### src/hsl_pkg.sv
// Shared types, constants and sector tables for the HSL to RGB converter.
`default_nettype none

package hsl_pkg;

	localparam int HueW    = 9;
	localparam int ChanW   = 8;
	localparam int NumChan = 3;

	// Hue angle limits and sector boundaries, in degrees
	localparam logic [HueW-1:0] HUE_MAX = 9'd359;
	localparam logic [HueW-1:0] HUE_60  = 9'd60;
	localparam logic [HueW-1:0] HUE_120 = 9'd120;
	localparam logic [HueW-1:0] HUE_180 = 9'd180;
	localparam logic [HueW-1:0] HUE_240 = 9'd240;
	localparam logic [HueW-1:0] HUE_300 = 9'd300;

	// Channel offset is l + floor(cw * j / 15300), j in [-30, 30]
	localparam int              ProdW     = 21;
	localparam logic [4:0]      HALF_SPAN = 5'd30;
	localparam logic [ProdW-1:0] CEIL_BIAS = 21'd15299;

	// 2^35 / 15300 rounded up; exact floor for numerators below 2^21
	localparam int               RecipW     = 22;
	localparam int               RecipShift = 35;
	localparam logic [RecipW-1:0] RECIP     = 22'd2245735;
	localparam int               QuotW      = 8;

	typedef enum logic [2:0] {
		SEC_RED_YEL,
		SEC_YEL_GRN,
		SEC_GRN_CYA,
		SEC_CYA_BLU,
		SEC_BLU_MAG,
		SEC_MAG_RED
	} sector_t;

	typedef enum logic [1:0] {
		KIND_CHROMA,
		KIND_SECOND,
		KIND_ZERO
	} chan_kind_t;

	localparam logic [1:0] CH_RED   = 2'd0;
	localparam logic [1:0] CH_GREEN = 2'd1;
	localparam logic [1:0] CH_BLUE  = 2'd2;

	typedef struct packed {
		logic [HueW-1:0]  hue_degrees;
		logic [ChanW-1:0] saturation;
		logic [ChanW-1:0] lightness;
	} hsl_pix_t;

	typedef struct packed {
		logic [ChanW-1:0] red;
		logic [ChanW-1:0] green;
		logic [ChanW-1:0] blue;
	} rgb_pix_t;

	// Which component lands on a channel in a given hue sector
	function automatic chan_kind_t chan_kind(sector_t sec, logic [1:0] ch);
		chan_kind_t k;
		k = KIND_ZERO;
		case (sec)
			SEC_RED_YEL: k = (ch == CH_RED) ? KIND_CHROMA :
				(ch == CH_GREEN) ? KIND_SECOND : KIND_ZERO;
			SEC_YEL_GRN: k = (ch == CH_RED) ? KIND_SECOND :
				(ch == CH_GREEN) ? KIND_CHROMA : KIND_ZERO;
			SEC_GRN_CYA: k = (ch == CH_RED) ? KIND_ZERO :
				(ch == CH_GREEN) ? KIND_CHROMA : KIND_SECOND;
			SEC_CYA_BLU: k = (ch == CH_RED) ? KIND_ZERO :
				(ch == CH_GREEN) ? KIND_SECOND : KIND_CHROMA;
			SEC_BLU_MAG: k = (ch == CH_RED) ? KIND_SECOND :
				(ch == CH_GREEN) ? KIND_ZERO : KIND_CHROMA;
			default: k = (ch == CH_RED) ? KIND_CHROMA :
				(ch == CH_GREEN) ? KIND_ZERO : KIND_SECOND;
		endcase
		return k;
	endfunction

endpackage

`default_nettype wire

### src/hsl_in_if.sv
// Input pixel channel: valid/ready handshake carrying hue, saturation, lightness.
`default_nettype none

interface hsl_in_if
	import hsl_pkg::*;
();
	logic             valid;
	logic             ready;
	logic [HueW-1:0]  hue_degrees;
	logic [ChanW-1:0] saturation;
	logic [ChanW-1:0] lightness;

	modport source (output valid, hue_degrees, saturation, lightness, input ready);
	modport sink   (input valid, hue_degrees, saturation, lightness, output ready);
endinterface

`default_nettype wire

### src/hsl_out_if.sv
// Output pixel channel: valid/ready handshake carrying red, green, blue.
`default_nettype none

interface hsl_out_if
	import hsl_pkg::*;
();
	logic             valid;
	logic             ready;
	logic [ChanW-1:0] red;
	logic [ChanW-1:0] green;
	logic [ChanW-1:0] blue;

	modport source (output valid, red, green, blue, input ready);
	modport sink   (input valid, red, green, blue, output ready);
endinterface

`default_nettype wire

### src/hsl_to_rgb_converter.sv
// An accepted request passes through stages 1 to 6 to its result on pix_out.
// Throughput: one pixel per clock while pix_out.ready is high; six register stages, the longest holding
// a 21 x 22 bit reciprocal multiply.
// A stalled stage holds; empty stages upstream still fill, so input is taken
// while a result waits. arst_n clears the stage valid bits; data is not reset.
`default_nettype none

module hsl_to_rgb_converter
	import hsl_pkg::*;
(
	input  wire          clk,
	input  wire          arst_n,
	hsl_in_if.sink       pix_in,
	hsl_out_if.source    pix_out
);

	localparam int NumStages = 6;

	logic [NumStages:1] vld;
	logic [NumStages:1] en;

	// Stage 1: clamp hue, find sector, distance from the middle of its 120 degree span, and weight
	sector_t          sec_s1;
	logic [5:0]       dh_s1;
	logic [ChanW-1:0] w_s1;
	logic [ChanW-1:0] sat_s1;
	logic [ChanW-1:0] lit_s1;

	// Stage 2: chroma numerator
	sector_t          sec_s2;
	logic [5:0]       dh_s2;
	logic [15:0]      cw_s2;
	logic [ChanW-1:0] lit_s2;

	// Stage 3: chroma and secondary magnitudes
	sector_t          sec_s3;
	logic [ProdW-1:0] ac_s3;
	logic [ProdW-1:0] ax_s3;
	logic             xneg_s3;
	logic [ChanW-1:0] lit_s3;

	// Stage 4: per channel numerator with ceiling bias for negatives
	logic [ProdW-1:0] num_s4 [NumChan];
	logic             neg_s4 [NumChan];
	logic [ChanW-1:0] lit_s4;

	// Stage 5: quotient
	logic [QuotW-1:0] quo_s5 [NumChan];
	logic             neg_s5 [NumChan];
	logic [ChanW-1:0] lit_s5;

	// Stage 6: output register
	logic [ChanW-1:0] chan_s6 [NumChan];

	// Advance a stage when it is empty or its successor advances
	always_comb begin
		en[NumStages] = !vld[NumStages] || pix_out.ready;
		for (int i = NumStages - 1; i >= 1; i--) begin
			en[i] = !vld[i] || en[i+1];
		end
	end

	assign pix_in.ready = en[1];

	always_ff @(posedge clk or negedge arst_n) begin
		if (!arst_n) begin
			vld <= '0;
		end else begin
			if (en[1]) begin
				vld[1] <= pix_in.valid;
			end
			for (int i = 2; i <= NumStages; i++) begin
				if (en[i]) begin
					vld[i] <= vld[i-1];
				end
			end
		end
	end

	// ---------------- stage 1 ----------------
	logic [HueW-1:0] hue_c;
	logic [HueW-1:0] hue_base;
	logic [6:0]      hue_mod;
	sector_t         sec_c;
	logic [HueW-1:0] l2;

	always_comb begin
		hue_c = (pix_in.hue_degrees > HUE_MAX) ? HUE_MAX : pix_in.hue_degrees;
		if (hue_c >= HUE_300) begin
			sec_c = SEC_MAG_RED;
		end else if (hue_c >= HUE_240) begin
			sec_c = SEC_BLU_MAG;
		end else if (hue_c >= HUE_180) begin
			sec_c = SEC_CYA_BLU;
		end else if (hue_c >= HUE_120) begin
			sec_c = SEC_GRN_CYA;
		end else if (hue_c >= HUE_60) begin
			sec_c = SEC_YEL_GRN;
		end else begin
			sec_c = SEC_RED_YEL;
		end
		hue_base = (hue_c >= HUE_240) ? HUE_240 : (hue_c >= HUE_120) ? HUE_120 : '0;
		hue_mod  = 7'(hue_c - hue_base);
		l2       = {1'b0, pix_in.lightness} << 1;
	end

	always_ff @(posedge clk) begin
		if (en[1]) begin
			sec_s1 <= sec_c;
			dh_s1  <= (hue_mod >= 7'(HUE_60)) ? 6'(hue_mod - 7'(HUE_60))
			                                  : 6'(7'(HUE_60) - hue_mod);
			// 255 * (1 - |2L - 1|)
			w_s1   <= pix_in.lightness[ChanW-1] ? ChanW'(9'd510 - l2) : ChanW'(l2);
			sat_s1 <= pix_in.saturation;
			lit_s1 <= pix_in.lightness;
		end
	end

	// ---------------- stage 2 ----------------
	always_ff @(posedge clk) begin
		if (en[2]) begin
			sec_s2 <= sec_s1;
			dh_s2  <= dh_s1;
			cw_s2  <= 16'(w_s1 * sat_s1);
			lit_s2 <= lit_s1;
		end
	end

	// ---------------- stage 3 ----------------
	logic       xneg_c;
	logic [4:0] xmag_c;

	always_comb begin
		xneg_c = dh_s2 > 6'(HALF_SPAN);
		xmag_c = xneg_c ? 5'(dh_s2 - 6'(HALF_SPAN)) : 5'(6'(HALF_SPAN) - dh_s2);
	end

	always_ff @(posedge clk) begin
		if (en[3]) begin
			sec_s3  <= sec_s2;
			ac_s3   <= ProdW'(cw_s2 * HALF_SPAN);
			ax_s3   <= ProdW'(cw_s2 * xmag_c);
			xneg_s3 <= xneg_c;
			lit_s3  <= lit_s2;
		end
	end

	// ---------------- stage 4 ----------------
	logic [ProdW-1:0] mag_c [NumChan];
	logic             neg_c [NumChan];

	always_comb begin
		for (int c = 0; c < NumChan; c++) begin
			case (chan_kind(sec_s3, 2'(c)))
				KIND_CHROMA: begin
					mag_c[c] = ac_s3;
					neg_c[c] = 1'b0;
				end
				KIND_SECOND: begin
					mag_c[c] = ax_s3;
					neg_c[c] = xneg_s3;
				end
				default: begin
					mag_c[c] = ac_s3;
					neg_c[c] = 1'b1;
				end
			endcase
		end
	end

	always_ff @(posedge clk) begin
		if (en[4]) begin
			for (int c = 0; c < NumChan; c++) begin
				// floor of a negative quotient is minus the ceiling of its magnitude
				num_s4[c] <= mag_c[c] + (neg_c[c] ? CEIL_BIAS : '0);
				neg_s4[c] <= neg_c[c];
			end
			lit_s4 <= lit_s3;
		end
	end

	// ---------------- stage 5 ----------------
	localparam int MulW = ProdW + RecipW;

	logic [MulW-1:0] mul_c [NumChan];

	always_comb begin
		for (int c = 0; c < NumChan; c++) begin
			mul_c[c] = MulW'(num_s4[c]) * MulW'(RECIP);
		end
	end

	always_ff @(posedge clk) begin
		if (en[5]) begin
			for (int c = 0; c < NumChan; c++) begin
				quo_s5[c] <= mul_c[c][RecipShift +: QuotW];
				neg_s5[c] <= neg_s4[c];
			end
			lit_s5 <= lit_s4;
		end
	end

	// ---------------- stage 6 ----------------
	localparam int SumW = ChanW + 3;

	logic signed [SumW-1:0] sum_c [NumChan];

	always_comb begin
		for (int c = 0; c < NumChan; c++) begin
			sum_c[c] = neg_s5[c] ? $signed(SumW'(lit_s5) - SumW'(quo_s5[c]))
			                     : $signed(SumW'(lit_s5) + SumW'(quo_s5[c]));
		end
	end

	always_ff @(posedge clk) begin
		if (en[6]) begin
			for (int c = 0; c < NumChan; c++) begin
				if (sum_c[c] < 0) begin
					chan_s6[c] <= '0;
				end else if (sum_c[c] > $signed(SumW'({ChanW{1'b1}}))) begin
					chan_s6[c] <= '1;
				end else begin
					chan_s6[c] <= sum_c[c][ChanW-1:0];
				end
			end
		end
	end

	assign pix_out.valid = vld[NumStages];
	assign pix_out.red   = chan_s6[CH_RED];
	assign pix_out.green = chan_s6[CH_GREEN];
	assign pix_out.blue  = chan_s6[CH_BLUE];

	// ---------------- assertions ----------------
	a_ready_when_out_ready: assert property (@(posedge clk) disable iff (!arst_n)
		pix_out.ready |-> pix_in.ready)
		else $error("input stalled while output side is ready");

	a_ready_when_last_empty: assert property (@(posedge clk) disable iff (!arst_n)
		!pix_out.valid |-> pix_in.ready)
		else $error("input stalled with an empty output stage");

	a_latency: assert property (@(posedge clk) disable iff (!arst_n)
		(pix_in.valid && pix_in.ready) ##1 pix_out.ready ##1 pix_out.ready
		##1 pix_out.ready ##1 pix_out.ready ##1 pix_out.ready |=> pix_out.valid)
		else $error("request did not reach the output in six cycles");

endmodule

`default_nettype wire
### src/flat_wrapper.sv
// flat-port wrapper written by rule: the top's interface ports become plain ports
module hsl_to_rgb_converter_flat import hsl_pkg::*;
  (clk, arst_n, pix_in_valid, pix_in_hue_degrees, pix_in_saturation, pix_in_lightness, pix_in_ready, pix_out_valid, pix_out_red, pix_out_green, pix_out_blue, pix_out_ready);
  hsl_in_if pix_in_i ();
  hsl_out_if pix_out_i ();
  input  wire clk;
  input  wire arst_n;
  input wire logic [$bits(pix_in_i.valid)-1:0] pix_in_valid;
  input wire logic [$bits(pix_in_i.hue_degrees)-1:0] pix_in_hue_degrees;
  input wire logic [$bits(pix_in_i.saturation)-1:0] pix_in_saturation;
  input wire logic [$bits(pix_in_i.lightness)-1:0] pix_in_lightness;
  output wire logic [$bits(pix_in_i.ready)-1:0] pix_in_ready;
  output wire logic [$bits(pix_out_i.valid)-1:0] pix_out_valid;
  output wire logic [$bits(pix_out_i.red)-1:0] pix_out_red;
  output wire logic [$bits(pix_out_i.green)-1:0] pix_out_green;
  output wire logic [$bits(pix_out_i.blue)-1:0] pix_out_blue;
  input wire logic [$bits(pix_out_i.ready)-1:0] pix_out_ready;
  assign pix_in_i.valid = pix_in_valid;
  assign pix_in_i.hue_degrees = pix_in_hue_degrees;
  assign pix_in_i.saturation = pix_in_saturation;
  assign pix_in_i.lightness = pix_in_lightness;
  assign pix_in_ready = pix_in_i.ready;
  assign pix_out_valid = pix_out_i.valid;
  assign pix_out_red = pix_out_i.red;
  assign pix_out_green = pix_out_i.green;
  assign pix_out_blue = pix_out_i.blue;
  assign pix_out_i.ready = pix_out_ready;
  hsl_to_rgb_converter u_core (.clk(clk), .arst_n(arst_n), .pix_in(pix_in_i), .pix_out(pix_out_i));
endmodule
### config.mk
export PLATFORM = sky130hd
export DESIGN_NAME = hsl_to_rgb_converter_flat
export DESIGN_NICKNAME = d
export VERILOG_FILES = /design/src/hsl_pkg.sv /design/src/hsl_in_if.sv /design/src/hsl_out_if.sv /design/src/hsl_to_rgb_converter.sv /design/src/flat_wrapper.sv
export SDC_FILE = /design/constraint.sdc
export NUM_CORES = 2
export LEC_CHECK = 0
export BUFFER_PORTS_ARGS = -buffer_cell sky130_fd_sc_hd__buf_2
export CORE_MARGIN = 2
export CORE_UTILIZATION = 31
export CTS_CLUSTER_SIZE = 20
export DETAILED_ROUTE_END_ITERATION = 10
export PLACE_DENSITY = 0.44
export SETUP_SLACK_MARGIN = 0.15
export SLEW_MARGIN = 20
export SYNTH_ARGS = -nofsm -noshare
export SYNTH_HDL_FRONTEND = slang
export SYNTH_SLANG_ARGS = --single-unit
### constraint.sdc
create_clock -name clk -period 15.2 [get_ports clk]
set_input_delay 2.28 -clock clk [delete_from_list [all_inputs] [get_ports clk]]
set_output_delay 2.28 -clock clk [all_outputs]
set_load 0.02 [all_outputs]
Yosys cells after proc, flatten, opt, wreduce, memory -nomap -nowiden --
Memories as Yosys holds them, arrays and structs flattened. Index checks and enable logic that the tools add are counted.
Word-level totals: register bits after elaboration 141, RAM bits 117, bits of input ports 29, logic and storage cells 168, memories 5
Memory list:
- u_core.num_s4 | depth 3, width 21, rd ports 3, clocked after Yosys merged registers in 0, wr ports 3, line hsl_to_rgb_converter.sv:43 | logic [ProdW-1:0] num_s4 [NumChan];
- u_core.chan_s6 | depth 3, width 8, rd ports 3, clocked after Yosys merged registers in 0, wr ports 3, line hsl_to_rgb_converter.sv:53 | logic [ChanW-1:0] chan_s6 [NumChan];
- u_core.quo_s5 | depth 3, width 8, rd ports 3, clocked after Yosys merged registers in 0, wr ports 3, line hsl_to_rgb_converter.sv:48 | logic [QuotW-1:0] quo_s5 [NumChan];
- u_core.neg_s4 | depth 3, width 1, rd ports 3, clocked after Yosys merged registers in 0, wr ports 3, line hsl_to_rgb_converter.sv:44 | logic neg_s4 [NumChan];
- u_core.neg_s5 | depth 3, width 1, rd ports 3, clocked after Yosys merged registers in 0, wr ports 3, line hsl_to_rgb_converter.sv:49 | logic neg_s5 [NumChan];
Cells by class: add/subtract/negate cells 15, multipliers 6, order comparisons 14, equal/unequal tests 7, mux-type cells 68, bitwise gates (word level) 6, reduce and logical (&&, ||, !) cells 23
Operator list (count):
- 21-bit by 22-bit multiplier with 43-bit output (second input constant) | 3
- 21-bit adder | 3
- 21-bit 2-to-1 mux | 3
- 8-bit 2-to-1 mux | 7
- 14-bit 2-to-1 mux | 3
- 1-bit 2-to-1 mux | 39
- 11-bit by 9-bit > comparator with 1-bit output (second input constant) | 3
- 11-bit by 1-bit < comparator with 1-bit output (second input constant) | 3
- 11-bit 2-to-1 mux | 3
- 8-bit by 8-bit adder with 9-bit output | 3
- 8-bit by 8-bit subtractor with 9-bit output | 3
- 16-bit by 5-bit multiplier with 21-bit output | 1
- 16-bit by 4-bit multiplier with 20-bit output (second input constant) | 1
- 9-bit by 8-bit greater-or-equal comparator with 1-bit output (second input constant) | 2
- 8-bit by 8-bit multiplier with 16-bit output | 1
- 7-bit 2-to-1 mux | 2
- 2-bit OR reduction | 7
- 2-bit case mux with 2 select lines | 3
- 9-bit by 6-bit greater-or-equal comparator with 1-bit output (second input constant) | 1
- 9-bit by 7-bit greater-or-equal comparator with 1-bit output (second input constant) | 1
- 9-bit greater-or-equal comparator (second input constant) | 1
- 9-bit > comparator (second input constant) | 1
- 9-bit 2-to-1 mux | 1
- 8-bit subtractor (first input constant) | 1
- 20 further kinds | 43

Longest topological paths before layout --
An unclocked memory read counts as a cell.
depth in word-level cells 10, depth in mapped cells 23, depth with buffers taken out 23

Worst setup path before layout --
Ideal clock, no wire load.
kind input to output, from input pix_out_ready, to output pix_in_ready, arrival time 5496 ps, required time 12920 ps, setup slack 7424 ps, stages on the path 5, buffers on the path 1, cells stage by stage nor2b_1 -> clkbuf_1 -> nand4_1 -> inv_1 -> nand3_1
Between the ends: longest elaborated chain between the ends 6
Ends and longest elaborated chain:
- start, declared | line flat_wrapper.sv:17 | input wire logic [$bits(pix_out_i.ready)-1:0] pix_out_ready;
- 1-bit logical OR | line hsl_to_rgb_converter.sv:57 | en[NumStages] = !vld[NumStages] || pix_out.ready;
- 1-bit logical OR (3 in series) | line hsl_to_rgb_converter.sv:59 | en[i] = !vld[i] || en[i+1];
- named net u_core.en, one bit | line hsl_to_rgb_converter.sv:20 | logic [NumStages:1] en;
- 1-bit logical OR (2 in series) | line hsl_to_rgb_converter.sv:59
- end, declared | line flat_wrapper.sv:12 | output wire logic [$bits(pix_in_i.ready)-1:0] pix_in_ready;
The timed path passes the listed nets, and every way through them passes these cells.

==> metrics.txt <==
maximum fanout along the worst path=8; max_cap viols=0; Critical Path End Type=register; clock sinks=251; Final Max Slew Viols=0; FILL cells=11937; f_max=146 MHz; Netlist cell types=81; Reg area=0.00751 mm²; Post-synth EDFFs=245; vias in the first global route=24637; worst reg-to-reg setup slack=8.33 ns; Slew @ Worst Pin=0.967 ns; clk_lat worst skew=0.61 ns; post-CTS resize count=0; Clock Path Buffers=3; final hold vios=0; number of CTS-inserted buffers=29; Final setup viols=0; clock root cell=clkbuf_16; Seq/Total Area, Yosys=0.207; # hold bufs at CTS=0; first-pass GRT wire length=133 mm; htree depth=1; grt total ovfl=0; CP startpoint=u_core.num_s4[0][18]; Ant. Diodes=0; share of the synthesized area in the top cell type=0.265; row count=125; I/O pin cnt=55; top post-synthesis cells by area=ha_1 (27%), fa_1 (24%), edfxtp_1 (20%); critical path class=register to register; fin crit period=6.87 ns; DR iter-0 viols=959; footprint of the multi-input gates=0.0255 mm²; ys async rst share=0.0239; Worst R2R Path Depth=19; die width=346 µm; setup bufs post-CTS=0; Synth Cell Area=0.0362 mm²; Final #Nets=4750; Avg WL per Cell=15.9 µm; antenna violations before repair=1; Die ar.=0.120 mm²; Syn Inst Count=3455; final core utilization=0.339; Routed Antenna Nets=0; Final Cell Area=0.0393 mm²; largest net degree at the start of global routing=73; Pre-antenna DRT Iters=5; area of the core=0.116 mm²; Worst slew margin=0.342; Global Route Usage Sum=0.139; Clock Skews=0.0518 ns; Synthesis Warnings=0; outcome=completed; Post-Syn Area per Cell=10.5 µm²; HP Class=register to register; Critical Path RT=15.51 ns; RR Endpoint=u_core.quo_s5[0][7]; Main synth FF type=edfxtp_1; layout cell share with drive strength beyond 1=0.0518; fin crit share=0.452; synthesis-stage register bit count=251; Area Overhead vs Synth=8.58%; via count=22747; RePlAce Congestion=0.843; Critical Path Source Type=register; unrepaired setup endpoints after global routing=no; Remaining DRCs=0; vias per cell=4.48; Synth Net Count=4679; Initial Utilization=0.312; CP arrival=7.18 ns; setup TNS=0 ns; DP Area=0.0384 mm²; Synth area leader=ha_1; hpwl dp=69.7 mm; Place WS=8.22 ns; Port Buffer Count=54; reg2reg start=u_core.num_s4[0][18]; WL final=80.8 mm; TritonCTS clock tree=done; worst setup path end=u_core.quo_s5[0][7]; chip height=346 µm; worst setup margin=8.33 ns; Clk pin slew, worst setup/hold paths=0.07 ns
-- metal layers --
metal	up-vias	share of wire	track usage
li1	11518	-	-
met1	11022	0.51	0.197
met2	161	0.46	0.235
met3	46	0.022	0.0123
met4	0	0.010	0.0175
met5	-	0	0
-- sequential cells by signal, indices dropped and copies added, names as in the netlist, 6 cells and up --
| signal | count |
|---|---|
| u_core.lit_s2 | 8 |
| u_core.lit_s1 | 8 |
| u_core.vld | 6 |
| u_core.lit_s3 | 8 |
| u_core.ac_s3 | 19 |
| u_core.chan_s6 | 24 |
| u_core.quo_s5 | 24 |
| u_core.w_s1 | 7 |
| u_core.sat_s1 | 8 |
| u_core.lit_s4 | 8 |
| u_core.cw_s2 | 15 |
| u_core.dh_s1 | 6 |
| u_core.num_s4 | 61 |
| u_core.ax_s3 | 20 |
| u_core.dh_s2 | 6 |
| u_core.lit_s5 | 8 |
-- critical path, cell delays in order, from the launching register on --
cell       delay, ns
edfxtp_1        0.56
fa_1            0.59
inv_1           0.05
fa_1            0.48
fa_1            0.53
fa_1            0.53
fa_1            0.54
inv_1           0.05
fa_1            0.47
ha_1            0.31
ha_1            0.30
o21ai_0         0.16
nor2_1          0.07
a2111oi_2       0.39
a21oi_1         0.14
nor3_1          0.62
o21ai_1         0.26
a22o_1          0.27
o21ai_1         0.15
xnor2_1         0.08
-- cells in the mapped netlist, types with 11 or more instances --
master    count
fa_1        427
a21o_1       38
and3_1       14
inv_1       844
nand3_1      37
nor3_1       32
a211oi_1     12
xor2_1       53
edfxtp_1    245
ha_1        768
mux2i_1      32
a31oi_1      16
o21a_1       15
a21oi_1     119
clkbuf_1     17
nor2b_1      25
o211ai_1     14
xnor2_1      87
nand4_1      14
mux2_2       27
or2_2        11
o21bai_1     23
nor2_1      100
and2_1       82
nand2b_1     14
nand2_1     138
o21ai_0      97
-- cell usage in the layout (no fill, tap or decap), types with 23 or more instances in the layout --
| cell | n |
|---|---|
| a21o_1 | 38 |
| a21oi_1 | 119 |
| and2_1 | 82 |
| buf_2 | 54 |
| clkbuf_16 | 29 |
| edfxtp_1 | 245 |
| fa_1 | 427 |
| ha_1 | 768 |
| inv_1 | 844 |
| mux2_2 | 27 |
| mux2i_1 | 32 |
| nand2_1 | 137 |
| nand3_1 | 35 |
| nor2_1 | 100 |
| nor2b_1 | 25 |
| nor3_1 | 32 |
| o21ai_0 | 96 |
| o21bai_1 | 23 |
| xnor2_1 | 87 |
| xor2_1 | 53 |
-- cell type report --
class,instances,area share
Inverter,844,0.0806
Clock buffer,37,0.0197
Clock inverter,17,0.00337
Timing Repair Buffer,66,0.00967
Tap cell,1524,0.0485
Multi-Input combinational cell,2334,0.647
Sequential cell,251,0.191
-- how the worst min path moves through the flow --
stage | from | end | slack, ns | depth (start not counted)
2_1_floorplan | u_core.dh_s1[0] | u_core.dh_s2[0] | 0.40 | 0
3_3_place_gp | u_core.lit_s4[6] | u_core.lit_s5[6] | 0.40 | 0
3_5_place_dp | u_core.lit_s4[2] | u_core.lit_s5[2] | 0.40 | 0
4_1_cts | u_core.lit_s2[0] | u_core.lit_s3[0] | 0.42 | 0
5_1_grt | u_core.lit_s4[6] | u_core.lit_s5[6] | 0.43 | 0
6_report | u_core.lit_s2[0] | u_core.lit_s3[0] | 0.41 | 0
-- kinds of logic after synthesis --
kind of cell    count (synthesis)  synth area share
compound gates                441            0.0796
simple gates                  495            0.0683
flops                         251             0.207
buf+inv                       870            0.0906
mux                            61            0.0183
xor+xnor                      141            0.0343
fa+ha+maj                    1196             0.502
-- per-stage QoR --
| stage | instances | hold WS (ns) |
|---|---|---|
| CTS | 5072 | 0.417 |
| detailed placement | 5018 | 0.405 |
| floorplan | 3455 | 0.400 |
| finish | 5073 | 0.413 |
| global route | 5073 | 0.427 |
| global placement | 5018 | 0.403 |
Power is left out: the tool's default activity adds up to more than one toggle a clock period on the data nets, which glitch-free logic cannot reach.
